## config.mk

```make
export PLATFORM = sky130hd
export DESIGN_NAME = sha1md_front
export DESIGN_NICKNAME = d
export VERILOG_FILES = /design/src/rtl/sha1md_pkg.sv /design/src/rtl/sha1md_front.sv
export SDC_FILE = /design/constraint.sdc
export NUM_CORES = 1
export LEC_CHECK = 0
export BUFFER_PORTS_ARGS = -buffer_cell sky130_fd_sc_hd__buf_2
export CAP_MARGIN = 30
export CORE_AREA = 2 2 122 124
export CTS_CLUSTER_SIZE = 16
export DETAILED_ROUTE_END_ITERATION = 16
export DIE_AREA = 0 0 124 126
export PLACE_DENSITY = 0.57
export SLEW_MARGIN = 0
export SYNTH_ARGS = -nofsm -noshare
export SYNTH_HDL_FRONTEND = slang
export SYNTH_SLANG_ARGS = --single-unit
```

## constraint.sdc

```tcl
create_clock -name clk -period 3.1 [get_ports clk]
set_input_delay 0.62 -clock clk [delete_from_list [all_inputs] [get_ports clk]]
set_output_delay 0.62 -clock clk [all_outputs]
set_load 0.05 [all_outputs]
```

## src/rtl/sha1md_pkg.sv

```systemverilog
// Package: SHA-1 constants, command type and helper functions.
`timescale 1ns / 1ps
package sha1md_pkg;
	localparam int unsigned LengthBitsDefault = 64;
	localparam int unsigned QueueDepth = 4;

	localparam logic [31:0] K0 = 32'h5A827999;
	localparam logic [31:0] K1 = 32'h6ED9EBA1;
	localparam logic [31:0] K2 = 32'h8F1BBCDC;
	localparam logic [31:0] K3 = 32'hCA62C1D6;
	localparam logic [31:0] H0 = 32'h67452301;
	localparam logic [31:0] H1 = 32'hEFCDAB89;
	localparam logic [31:0] H2 = 32'h98BADCFE;
	localparam logic [31:0] H3 = 32'h10325476;
	localparam logic [31:0] H4 = 32'hC3D2E1F0;
	localparam logic [7:0]  PadByte = 8'h80;

	// one byte headed for the block buffer; fin marks the final byte of padding
	typedef struct packed {
		logic [7:0] data;
		logic       fin;
	} cmd_t;

	function automatic logic [31:0] rotl(input logic [31:0] v, input int unsigned n);
		rotl = (v << n) | (v >> (32 - n));
	endfunction
endpackage

```

## src/rtl/sha1md_front.sv

```systemverilog
// Front end: takes input transactions, counts length, generates padding bytes.
`timescale 1ns / 1ps
module sha1md_front #(
	parameter int unsigned LENGTH_BITS = sha1md_pkg::LengthBitsDefault
) (
	input  logic              clk,
	input  logic              arst_n,
	input  logic              in_valid,
	output logic              in_ready,
	input  logic [7:0]        data_byte,
	input  logic              byte_present,
	input  logic              message_end,
	output logic              cmd_valid,
	input  logic              cmd_ready,
	output sha1md_pkg::cmd_t  cmd
);
	typedef enum logic [1:0] {TAKE, DATA, PAD, LEN} state_t;

	state_t               state_q;
	logic [LENGTH_BITS-1:0] len_q;
	logic [5:0]           pos_q;
	logic [2:0]           lcnt_q;
	logic [7:0]           byte_q;
	logic                 end_q;
	logic [63:0]          len64;
	logic                 fire;

	assign len64    = 64'(len_q);
	assign in_ready = (state_q == TAKE);
	assign fire     = cmd_valid && cmd_ready;

	always_comb begin
		cmd_valid = 1'b0;
		cmd.data  = 8'h00;
		cmd.fin   = 1'b0;
		case (state_q)
			DATA: begin
				cmd_valid = 1'b1;
				cmd.data  = byte_q;
			end
			PAD: begin
				cmd_valid = 1'b1;
				cmd.data  = end_q ? sha1md_pkg::PadByte : 8'h00;
			end
			LEN: begin
				cmd_valid = 1'b1;
				cmd.data  = len64[8*(7-lcnt_q) +: 8];
				cmd.fin   = (lcnt_q == 3'd7);
			end
			default: ;
		endcase
	end

	always_ff @(posedge clk or negedge arst_n) begin
		if (!arst_n) begin
			state_q <= TAKE;
			len_q   <= '0;
			pos_q   <= '0;
			lcnt_q  <= '0;
			end_q   <= 1'b0;
			byte_q  <= '0;
		end else begin
			case (state_q)
				TAKE: if (in_valid) begin
					byte_q <= data_byte;
					end_q  <= message_end;
					if (byte_present) begin
						len_q   <= len_q + LENGTH_BITS'(8);
						state_q <= DATA;
					end else if (message_end) state_q <= PAD;
				end
				DATA: if (fire) begin
					pos_q   <= pos_q + 6'd1;
					state_q <= end_q ? PAD : TAKE;
				end
				PAD: if (fire) begin
					// end_q doubles as "0x80 not yet sent"
					end_q  <= 1'b0;
					pos_q  <= pos_q + 6'd1;
					lcnt_q <= '0;
					if (pos_q == 6'd55) state_q <= LEN;
				end
				LEN: if (fire) begin
					lcnt_q <= lcnt_q + 3'd1;
					pos_q  <= pos_q + 6'd1;
					if (lcnt_q == 3'd7) begin
						state_q <= TAKE;
						len_q   <= '0;
					end
				end
				default: state_q <= TAKE;
			endcase
		end
	end

	assert property (@(posedge clk) disable iff (!arst_n)
		(state_q == LEN && fire && lcnt_q == 3'd7) |-> (pos_q == 6'd63))
		else $error("length bytes misaligned");
	assert property (@(posedge clk) disable iff (!arst_n)
		in_ready |-> !cmd_valid)
		else $error("front accepts while busy");
	assert property (@(posedge clk) disable iff (!arst_n)
		(state_q == PAD && fire) |=> (state_q == PAD || state_q == LEN))
		else $error("padding left early");
endmodule

```

; ---- After elaboration in Yosys (flattened, before gate mapping)
; Index checks and enable logic that the tools add are counted.
[totals]
regBits = 84
input_bits = 14
out_inout_bits = 11
word_cells = 61
[op_classes]
n_reduce_logical = 12
n_mux = 25
n_eq_ne = 13
n_shift = 1
addsub = 4
[op_table]
columns = cell, n
row1 = $mux 64, 4
row2 = $pmux 64 s2, 1
row3 = $add 64x4->64 const B, 1
row4 = $shiftx 64x33->8, 1
row5 = $pmux 8 s3, 1
row6 = $mux 2, 9
row7 = $ne 2x2->1 const B, 6
row8 = $mux 8, 1
row9 = $pmux 2 s4, 1
row10 = $reduce_and 7->1, 1
row11 = $add 6x1->6 const B, 1
row12 = $eq 6x6->1 const B, 1
row13 = $mux 3, 2
row14 = $pmux 3 s2, 1
row15 = $reduce_and 3->1, 2
row16 = $reduce_bool 2->1, 3
row17 = $reduce_and 5->1, 1
row18 = $eq 2x2->1 const B, 2
row19 = $mux 1, 4
row20 = $reduce_and 2->1, 2
row21 = $sub 3x3->4 const A, 1
row22 = $add 3x1->3 const B, 1
row23 = $eq 3x3->1 const B, 1
row24 = $ne 3x1->1 const B, 1
row25 = other kinds (6), 6

; ---- Depth between registers and ports, before layout
; Gate-level depths: netlist of run 1.
[depth]
ltp_word = 6
ltp_mapped = 9
depth_no_buf = 7

; ---- Least setup slack after synthesis of run 1
; Ideal clock, no wire load.
[synth_timing]
path_type = reg2out
startpoint = register lcnt_q[0]
endpoint = output port cmd[1] (netlist bit)
t_arrival_ns = 2.833
stages_incl_launch_ff = 7
path_buffers = 2
slack_ns = -0.353
t_required_ns = 2.480
cell_sequence = dfrtp_1 > clkbuf_1 > clkbuf_1 > mux2i_1 > o211ai_1 > o211ai_1 > a21boi_0
[synth_rtl]
columns = element, line_no
row1 = "start, declared", sha1md_front.sv:22  ; logic [2:0] lcnt_q;
row2 = "start signal, assigned", sha1md_front.sv:84  ; lcnt_q <= lcnt_q + 3'd1;
row3 = "end, declared", sha1md_front.sv:15  ; output sha1md_pkg::cmd_t cmd

==> results of run 1 <==
-- cell usage in the layout, fill, tap and decap left out, types with 5 or more instances in the layout --
master	netlist	final
nor4_1	16	16
a21oi_1	28	28
nand4_1	28	28
buf_2	4	23
o21ai_0	35	35
inv_1	8	8
nand3_1	42	42
xnor2_1	14	14
mux2i_1	9	9
or3_1	22	22
nor3_1	7	7
and4_1	6	5
and3_1	11	11
or4_1	8	8
mux2_2	9	9
xor2_1	19	19
buf_4	0	19
o211ai_1	8	8
dfrtp_1	81	81
o31ai_1	5	5
clkbuf_16	0	9
mux4_2	13	13
nand2_1	57	57
nor2_1	44	44
-- sequential cells by signal (all words and copies together) (netlist names) --
name / flops
len64: 61
byte_q: 8
pos_q: 6
lcnt_q: 3
state_q: 2
end_q: 1
-- logic make-up (layout without fill, tap and decap cells) --
logic type      count (synthesis)  in the layout  share of synthesized area (%)
compound gates                 96             96                          12.14
xor+xnor                       33             33                          5.869
fa+ha+maj                       4              4                          1.016
buf+inv                        35             67                          2.973
flops                          81             81                          41.16
mux                            31             31                          9.832
simple gates                  256            256                          27.01
-- area by class of cell --
class / count / area (um2)
clock buffers: 11 / 242.7
clock inverters: 5 / 55.05
fillers: 1432 / 8691
inverters: 8 / 30.03
multi-input cells: 420 / 2753
flip-flops and latches: 81 / 2027
well taps: 184 / 230.2
repair buffers: 43 / 285.3
-- per-stage QoR --
stage / instances / setup slack [ns] / util, %
detailed placement: 736 / 0.2040 / 37.20
floorplan: 536 / 0.02842 / -
global placement: 735 / 0.3018 / 37.01
finish: 752 / 0.1817 / 39.28
CTS: 752 / 0.1666 / 39.28
global route: 752 / 0.08151 / 39.28
-- power by group through the flow --
stage	Clock, mW	Sequential, mW	Combinational [mW]
4_1_cts	1.10	1.36	1.15
3_3_place_gp	0	1.38	1.11
3_5_place_dp	0	1.38	1.14
2_1_floorplan	0	1.32	0.905
5_1_grt	1.14	1.39	1.24
6_report	1.08	1.36	1.14
-- worst max-delay path, cell delays in order (launching register included) --
cell and delay, ns:
dfrtp_1 0.35, buf_4 0.33, mux4_2 0.60, mux2i_1 0.16
nand2_1 0.07, o211ai_1 0.09, o21ai_0 0.11, buf_2 0.22
-- how the worst max path moves through the flow --
stage          slack [ns]                   from  cells after the start                    end
2_1_floorplan        0.03  lcnt_q[0]$_DFFE_PN0P_                      6                 cmd[1]
3_3_place_gp         0.30  lcnt_q[0]$_DFFE_PN0P_                      7  len64[57]$_DFFE_PN0P_
3_5_place_dp         0.20  lcnt_q[1]$_DFFE_PN0P_                      7  len64[57]$_DFFE_PN0P_
4_1_cts              0.17  lcnt_q[0]$_DFFE_PN0P_                      7                 cmd[8]
5_1_grt              0.08  lcnt_q[0]$_DFFE_PN0P_                      7                 cmd[8]
6_report             0.18  lcnt_q[0]$_DFFE_PN0P_                      7                 cmd[8]
-- metal layers --
| layer | vias up | track usage [%] | routed length [um] |
|---|---|---|---|
| met3 | 24 | 2.491 | 942 |
| met1 | 2115 | 25.10 | 6022 |
| li1 | 2044 | - | - |
| met2 | 163 | 26.18 | 5915 |
| met5 | - | 0 | 0 |
| met4 | 0 | 8.526 | 396 |
==> metrics.md, run 1 <==
| Metric | Value |
|---|---|
| Row Count | `44` |
| Hold buffer count at CTS | `0` |
| Switching part of the total | `36.29%` |
| First-pass GRT wire length | `21130 um` |
| Largest net degree at the start of global routing | `64` |
| Crit Path Category | `reg2out` |
| Post-route cell area | `5623 um2` |
| Max Fclk | `0.3427 GHz` |
| Vias in the first global route | `4001` |
| Synthesized instance count | `536` |
| Worst Path Required | `2.48 ns` |
| Overall Power | `3.581 mW` |
| Flop-to-flop setup slack | `0.19 ns` |
| GP Congestion | `0.8962` |
| Clk_lat worst skew | `0.35 ns` |
| Initial antenna violation count | `0` |
| CTS H-Tree Depth | `3` |
| RSZ-0062 raised after global routing | `false` |
| Critical R2R Launch | `lcnt_q[1]$_DFFE_PN0P_` |
| Vias | `4346` |
| Worst-path maximum fanout | `19` |
| Overall Global Routing Usage | `17.63%` |
| Die Y | `126 um` |
| Clock skew | `0.006928 ns` |
| Die Area | `15620 um2` |
| Post-DP HPWL | `9744 um` |
| Comb pwr share | `31.9%` |
| Ys async rst share | `100.0%` |
| Pint | `2.282 mW` |
| IO Count | `25` |
| Worst reg2reg endpoint | `len64[60]$_DFFE_PN0P_` |
| Worst-case clock buffer depth | `2` |
| Fin crit share | `94.14%` |
| Top post-synthesis cells by area | `dfrtp_1 (41%), mux4_2 (5.9%), nand2_1 (4.3%)` |
| Sequential element share of the synthesized area | `41.16%` |
| Least-Margin Pin Slew | `0.7164 ns` |
| Diode count | `0` |
| Area after DPL | `5325 um2` |
| Setup TNS | `0 ns` |
| Number of synthesized flops with an enable pin | `0` |
| Min Tclk post-route | `2.918 ns` |
| Worst Setup Start Kind | `flip-flop` |
| Flop pwr share | `38.1%` |
| Post-Route WL | `13280 um` |
| DR vias/cell | `5.779` |
| WL/cell | `17.65 um` |
| # nets final | `581` |
| Syn. warnings | `0` |
| Hold Crit Class | `in2async` |
| Worst Reg-to-Reg Cells | `7` |
| Top-area cell type share of the netlist area | `41.16%` |
| Netlist Area Pre-Place | `4925 um2` |
| NetSw | `1.300 mW` |
| Setup-failing EPs final | `0` |
| PD cells | `636.9 nW/um2` |
| Relative slew slack | `52.19%` |
| Clock network fraction of design power | `30.0%` |
| CTS tree | `yes` |
| Synth area leader | `dfrtp_1` |
| Ys flop type | `dfrtp_1` |
| Final Max Slew Viols | `0` |
| Flops & latches, synth | `81` |
| Inserted Clock Buffers | `9` |
| Unique cell type count in the Yosys netlist | `45` |
| Cts repair resizes | `0` |
| Core area | `14310 um2` |
| Root Buffer | `clkbuf_16` |
| Most frequent cell after synthesis | `dfrtp_1` |
| Sink Count | `81` |
| Syn nets | `554` |
| Share of cells above drive strength 1 | `14.96%` |
| Clock Pin Slew Worst Setup and Hold Paths | `0.06 ns` |
| # DRC | `0` |
| Outcome | `finished clean` |
| # port buffers | `24` |
| Commonest cells post-synth | `dfrtp_1 (81), nand2_1 (57), nor2_1 (44), nand3_1 (42), o21ai_0 (35)` |
| Final Hold Viols | `0` |
| Static Leak | `2.216 nW` |
| Grt total ovfl | `0` |
| Pre-Repair DR Iteration Count | `7` |
| Initial Utilization | `34.41%` |
| Final hold slack | `0.1526 ns` |
| Post-CTS setup buffer count | `0` |
| ANT nets after route | `0` |
| First DRT Iteration DRCs | `466` |
| Die X | `124 um` |
| Endpoint kind of the worst setup timing path | `primary output` |
| Arr. time, crit path | `2.30 ns` |
| Peak VDD IR | `0.2864 mV` |
| Synthesized area per cell | `9.188 um2` |
| Max_cap viols | `0` |
| Layout area overhead | `14.18%` |
No activity file was read; power rests on OpenSTA's default activity.
==> run 2, diff against run 1 <==
GPL_TIMING_DRIVEN = 0   (was not set)
==> run 2 against run 1 <==
Against the previous run:
- count of clock-buffer cells in the layout grew 3
- die area unchanged
- via count grew 3.8%
- final cell count increased by 1.3%
- hold slack improved by 0.11 ns
- highest routed layer unchanged
==> metrics.md, run 2 (same netlist as run 1, synthesis figures left out) <==
| Metric | Value |
|---|---|
| Outcome | `finished clean (unchanged)` |
| ANT nets after route | `0 (unchanged)` |
| # DRC | `0 (unchanged)` |
| First-pass GRT wire length | `23230 um (was 21130 um)` |
| Overall Global Routing Usage | `19.05% (was 17.63%)` |
| Worst Reg-to-Reg Cells | `8 (was 7)` |
| Worst-path maximum fanout | `10 (was 19)` |
| Peak VDD IR | `0.2833 mV (was 0.2864 mV)` |
| Share of cells above drive strength 1 | `13.32% (was 14.96%)` |
| Largest register FFs | `61 (unchanged)` |
| Clock skew | `0.005003 ns (was 0.006928 ns)` |
| Grt total ovfl | `0 (unchanged)` |
| Hold Crit Class | `in2async (unchanged)` |
| Pre-Repair DR Iteration Count | `7 (unchanged)` |
| Worst Path Required | `3.36 ns (was 2.48 ns)` |
| Post-DP HPWL | `10490 um (was 9744 um)` |
| Pint | `2.224 mW (was 2.282 mW)` |
| Die Y | `126 um (unchanged)` |
| Setup TNS | `0 ns (unchanged)` |
| Die Area | `15620 um2 (unchanged)` |
| Final Hold Viols | `0 (unchanged)` |
| Overall Power | `3.508 mW (was 3.581 mW)` |
| Vias | `4512 (was 4346)` |
| Diode count | `0 (unchanged)` |
| Crit Path Category | `reg2reg (was reg2out)` |
| Non-Filler Instances | `762 (was 752)` |
| Layout area overhead | `14.02% (was 14.18%)` |
| Largest net degree at the start of global routing | `43 (was 64)` |
| Commonest non-fill, non-tap cell in the layout | `dfrtp_1 (unchanged)` |
| Row Count | `44 (unchanged)` |
| Setup-failing EPs final | `0 (unchanged)` |
| # port buffers | `23 (was 24)` |
| Root Buffer | `clkbuf_16 (unchanged)` |
| RSZ-0062 raised after global routing | `false (unchanged)` |
| Final Max Slew Viols | `0 (unchanged)` |
| Endpoint kind of the worst setup timing path | `flip-flop (was primary output)` |
| Area after DPL | `5310 um2 (was 5325 um2)` |
| Clock Pin Slew Worst Setup and Hold Paths | `0.06 ns (about the same)` |
| Inserted Clock Buffers | `9 (unchanged)` |
| CTS tree | `yes (unchanged)` |
| Static Leak | `2.196 nW (was 2.216 nW)` |
| Max_cap viols | `0 (unchanged)` |
| # nets final | `593 (was 581)` |
| Clock network fraction of design power | `28.2% (was 30.0%)` |
| Core area | `14310 um2 (unchanged)` |
| IO Count | `25 (unchanged)` |
| Min Tclk post-route | `2.952 ns (was 2.918 ns)` |
| Flop pwr share | `38.4% (was 38.1%)` |
| Worst Setup Start Kind | `flip-flop (unchanged)` |
| First DRT Iteration DRCs | `503 (was 466)` |
| Fin crit share | `95.24% (was 94.14%)` |
| Clk_lat worst skew | `0.34 ns (was 0.35 ns)` |
| CTS H-Tree Depth | `3 (unchanged)` |
| Vias in the first global route | `4368 (was 4001)` |
| Arr. time, crit path | `3.21 ns (was 2.30 ns)` |
| Max Fclk | `0.3387 GHz (was 0.3427 GHz)` |
| Relative slew slack | `41.22% (was 52.19%)` |
| Hold buffer count at CTS | `0 (unchanged)` |
| GP Congestion | `0.8955 (was 0.8962)` |
| Initial antenna violation count | `0 (unchanged)` |
| # placed instances | `746 (was 736)` |
| NetSw | `1.284 mW (was 1.300 mW)` |
| Post-route cell area | `5615 um2 (was 5623 um2)` |
| Worst-case clock buffer depth | `2 (unchanged)` |
| Sink Count | `81 (unchanged)` |
| Commonest cells after routing, fill and taps aside | `dfrtp_1 (81), nand2_1 (57), nor2_1 (44) (unchanged)` |
| Comb pwr share | `33.4% (was 31.9%)` |
| Switching part of the total | `36.61% (was 36.29%)` |
| Post-Route WL | `14130 um (was 13280 um)` |
| Least-Margin Pin Slew | `0.8750 ns (was 0.7164 ns)` |
| Die X | `124 um (unchanged)` |
| WL/cell | `18.54 um (was 17.65 um)` |
| PD cells | `624.7 nW/um2 (was 636.9 nW/um2)` |
| Initial Utilization | `34.41% (unchanged)` |
| DR vias/cell | `5.921 (was 5.779)` |
| Util after Layout | `39.23% (was 39.28%)` |
==> run 2: repair_timing <==
item | in CTS | in global routing
gates resized for setup | 6 | 5
setup buffers | 2 | 0
setup endpoints to repair | 15 | 6
pin swaps | 2 | 0
==> run 2: layout make-up <==
cell class	count	area, um2
buffer	27	130.1
clock buffer	14	264.0
tap	184	230.2
fill	1461	8698
multi-input combinational	420	2764
timing repair buffer	28	170.2
inverter	8	30.03
sequential	81	2027
==> run 2: critical path: stages, from the launching register on <==
cell      delay [ns]
dfrtp_1         0.36
ha_1            0.15
ha_1            0.25
nand4_1         0.23
buf_2           0.29
a211oi_2        0.55
nand3_2         0.31
or4_1           0.57
a21oi_1         0.15
==> run 2: per-layer routing <==
| metal | global-route usage (%) | wire (um) | up-vias |
|---|---|---|---|
| met5 | 0 | 0 | - |
| met4 | 7.336 | 363 | 0 |
| met3 | 2.355 | 854 | 25 |
| met2 | 29.57 | 6589 | 170 |
| met1 | 27.06 | 6320 | 2242 |
| li1 | - | - | 2075 |
==> run 2: metrics by stage <==
| stage | setup slack [ns] | hold slack (ns) |
|---|---|---|
| global placement | -0.2622 | 0.4636 |
| CTS | 0.01768 | 0.2816 |
| finish | 0.1477 | 0.2637 |
| detailed placement | -0.3474 | 0.4706 |
| floorplan | 0.02842 | 0.3244 |
| global route | 0.01866 | 0.3056 |
==> run 2: path summary, 6_finish.rpt <==
check	endpoint	from	slack, ns
hold reg to reg	pos_q[5]$_DFFE_PN0P_	pos_q[5]$_DFFE_PN0P_	0.48
max in group asynchronous	state_q[1]$_DFFE_PN0P_	arst_n	2.24
setup / recovery	len64[62]$_DFFE_PN0P_	lcnt_q[0]$_DFFE_PN0P_	0.15
hold / removal	len64[41]$_DFFE_PN0P_	arst_n	0.26
min in group clk	pos_q[5]$_DFFE_PN0P_	pos_q[5]$_DFFE_PN0P_	0.48
setup reg to reg	len64[62]$_DFFE_PN0P_	lcnt_q[0]$_DFFE_PN0P_	0.15
==> run 2: power groups by stage <==
stage / logic [mW] / registers [mW] / clock network [mW]
6_report: 1.17 / 1.35 / 0.990
5_1_grt: 1.29 / 1.37 / 1.06
4_1_cts: 1.18 / 1.34 / 1.01
3_5_place_dp: 1.16 / 1.36 / 0
3_3_place_gp: 1.13 / 1.35 / 0
2_1_floorplan: 0.905 / 1.32 / 0
==> run 3, diff against run 2 <==
PLACE_DENSITY = 0.59   (was 0.57)
clock period = 2.6 ns   (was 3.1 ns; I/O delays follow)
==> run 3 against run 2 <==
Against the previous run:
- count of clock-buffer cells in the layout is 3 lower
- critical path type is now reg2out
- sequential power is 19% higher
- die area stayed put
- design area is 9.4% higher
- the run now ends with setup timing left
==> metrics.md, run 3 (same netlist as run 1, synthesis figures left out) <==
| Metric | Value |
|---|---|
| Outcome | `finished with violations (was finished clean)` |
| Failing checks | `setup timing` |
| Slowest stage delay, CP | `0.53 ns (was 0.57 ns)` |
| RSZ-0062 raised after global routing | `true (was false)` |
| Setup TNS | `-0.2512 ns (was 0 ns)` |
| Crit Path Category | `reg2out (was reg2reg)` |
| Stages on worst setup path | `8 (unchanged)` |
| PD cells | `743.6 nW/um2 (was 624.7 nW/um2)` |
| Endpoint kind of the worst setup timing path | `primary output (was flip-flop)` |
| Largest register FFs | `61 (unchanged)` |
| Min Tclk post-route | `2.679 ns` |
| WL/cell | `18.63 um (was 18.54 um)` |
| Clk_lat worst skew | `0.35 ns (was 0.34 ns)` |
| Final Hold Viols | `0 (unchanged)` |
| Arr. time, crit path | `2.16 ns (was 3.21 ns)` |
| Worst Path Required | `2.08 ns (was 3.36 ns)` |
| Clock skew | `0.006264 ns (was 0.005003 ns)` |
| Max Fclk | `0.3733 GHz` |
| Pre-Repair DR Iteration Count | `5 (was 7)` |
| Commonest cells after routing, fill and taps aside | `dfrtp_1 (81), nand2_1 (56), nor2_1 (44) (was dfrtp_1 (81), nand2_1 (57), nor2_1 (44))` |
| Row Count | `44 (unchanged)` |
| Largest net degree at the start of global routing | `47 (was 43)` |
| ANT nets after route | `0 (unchanged)` |
| Initial Utilization | `34.41% (unchanged)` |
| Post-DP HPWL | `10260 um (was 10490 um)` |
| Vias in the first global route | `4492 (was 4368)` |
| DR vias/cell | `5.865 (was 5.921)` |
| Peak VDD IR | `0.4492 mV (was 0.2833 mV)` |
| First DRT Iteration DRCs | `462 (was 503)` |
| Hold Crit Class | `in2async (unchanged)` |
| Fin crit share | `103.0%` |
| Cell Chain, Critical Path | `buf_8, buf_12, mux4_2, mux2i_1, nand2_1, o211ai_1, o21ai_1, buf_6 (was ha_1, ha_1, nand4_1, buf_2, a211oi_2, nand3_2, or4_1, a21oi_1)` |
| Hold buffer count at CTS | `0 (unchanged)` |
| Worst reg2reg endpoint | `len64[44]$_DFFE_PN0P_ (was len64[62]$_DFFE_PN0P_)` |
| Worst Setup Start Kind | `flip-flop (unchanged)` |
| Grt total ovfl | `0 (unchanged)` |
| Worst setup startpoint | `lcnt_q[0]$_DFFE_PN0P_ (unchanged)` |
| Post-Route WL | `14680 um (was 14130 um)` |
| # port buffers | `23 (unchanged)` |
| CTS tree | `yes (unchanged)` |
| Sink Count | `81 (unchanged)` |
| Overall Global Routing Usage | `19.07% (was 19.05%)` |
| First-pass GRT wire length | `23520 um (was 23230 um)` |
| Core area | `14310 um2 (unchanged)` |
| # nets final | `617 (was 593)` |
| Critical Path End | `cmd[8] (was len64[62]$_DFFE_PN0P_)` |
| CTS H-Tree Depth | `3 (unchanged)` |
| Final hold slack | `0.1353 ns (was 0.2637 ns)` |
| Worst-path maximum fanout | `5 (was 10)` |
| Flop-to-flop setup slack | `-0.05 ns (was 0.15 ns)` |
| Static Leak | `2.389 nW (was 2.196 nW)` |
| Diode count | `0 (unchanged)` |
| GP Congestion | `0.9140 (was 0.8955)` |
| Die X | `124 um (unchanged)` |
| Slowest-stage cell, CP | `mux4_2 (was or4_1)` |
| IO Count | `25 (unchanged)` |
| Clock Pin Slew Worst Setup and Hold Paths | `0.06 ns (about the same)` |
| Setup-failing EPs final | `8 (was 0)` |
| Vias | `4622 (was 4512)` |
| Root Buffer | `clkbuf_16 (unchanged)` |
| Worst-case clock buffer depth | `2 (unchanged)` |
| Worst Reg-to-Reg Cells | `9 (was 8)` |
| Initial antenna violation count | `0 (unchanged)` |
| Inserted Clock Buffers | `9 (unchanged)` |
| Worst setup margin | `-0.07877 ns (was 0.1477 ns)` |
| Relative slew slack | `45.61% (was 41.22%)` |
| Delay-heaviest family, CP | `multiplexers (was simple AND/OR/NAND/NOR gates)` |
| Commonest non-fill, non-tap cell in the layout | `dfrtp_1 (unchanged)` |
| Buf/Inv on CP | `3 (was 1)` |
| Die Y | `126 um (unchanged)` |
| Share of cells above drive strength 1 | `22.68% (was 13.32%)` |
| Die Area | `15620 um2 (unchanged)` |
| Max_cap viols | `0 (unchanged)` |
| Least-Margin Pin Slew | `0.8151 ns (was 0.8750 ns)` |
| Critical R2R Launch | `lcnt_q[0]$_DFFE_PN0P_ (unchanged)` |
| Final Max Slew Viols | `0 (unchanged)` |
| # DRC | `0 (unchanged)` |
| Layout area overhead | `24.70% (was 14.02%)` |
-- run 3: repair_timing --
item / 4_1_cts / 5_1_grt
setup endpoints to repair: 34 / 39
pin swaps: 6 / 19
setup buffers: 14 / 12
hold endpoints to repair: 0 / 0
gates resized for setup: 39 / 38
gates cloned: 0 / 1
-- run 3: power by group --
part / total, mW / internal (mW) / switching, mW
clock network: 1.31 / 0.767 / 0.539
logic: 1.65 / 0.712 / 0.937
registers: 1.61 / 1.44 / 0.169
total: 4.57 / 2.92 / 1.65
-- run 3: through the flow --
step | total power, mW | instance area [um2] | util (%) | instances | setup slack, ns
after global routing | 4.788 | 6141 | 42.90 | 788 | -0.1561
after floorplan | 2.674 | 4938 | - | 536 | 0.1509
after detailed placement | 3.024 | 5324 | 37.19 | 746 | -0.6701
final | 4.566 | 6141 | 42.90 | 788 | -0.07877
after global placement | 2.978 | 5284 | 36.91 | 743 | -0.6352
after CTS | 4.534 | 5888 | 41.14 | 775 | -0.08404
-- run 3: area by class of cell --
cell class                      instances  area [um2]
Fill cell                            1388        8173
Multi-Input combinational cell        420        2934
Sequential cell                        81        2027
Timing Repair Buffer                   53       444.2
Clock buffer                           11       242.7
Tap cell                              184       230.2
Buffer                                 26       177.7
Clock inverter                          5       55.05
Inverter                                8       30.03
-- run 3: how the worst min path moves through the flow --
stage,start,cells past startpoint,end,slack (ns)
finish,arst_n,1,len64[45]$_DFFE_PN0P_,0.14
global route,arst_n,1,len64[37]$_DFFE_PN0P_,0.18
CTS,arst_n,1,len64[45]$_DFFE_PN0P_,0.16
detailed placement,pos_q[5]$_DFFE_PN0P_,1,pos_q[5]$_DFFE_PN0P_,0.47
global placement,pos_q[5]$_DFFE_PN0P_,1,pos_q[5]$_DFFE_PN0P_,0.47
floorplan,arst_n,0,byte_q[0]$_DFFE_PN0P_,0.22
-- run 3: metal layers --
layer	track usage, %	vias up	routed length (um)
met5	0	-	0
met4	7.336	0	372
met3	2.264	29	941
met2	29.67	188	6816
met1	27.08	2280	6550
li1	-	2125	-
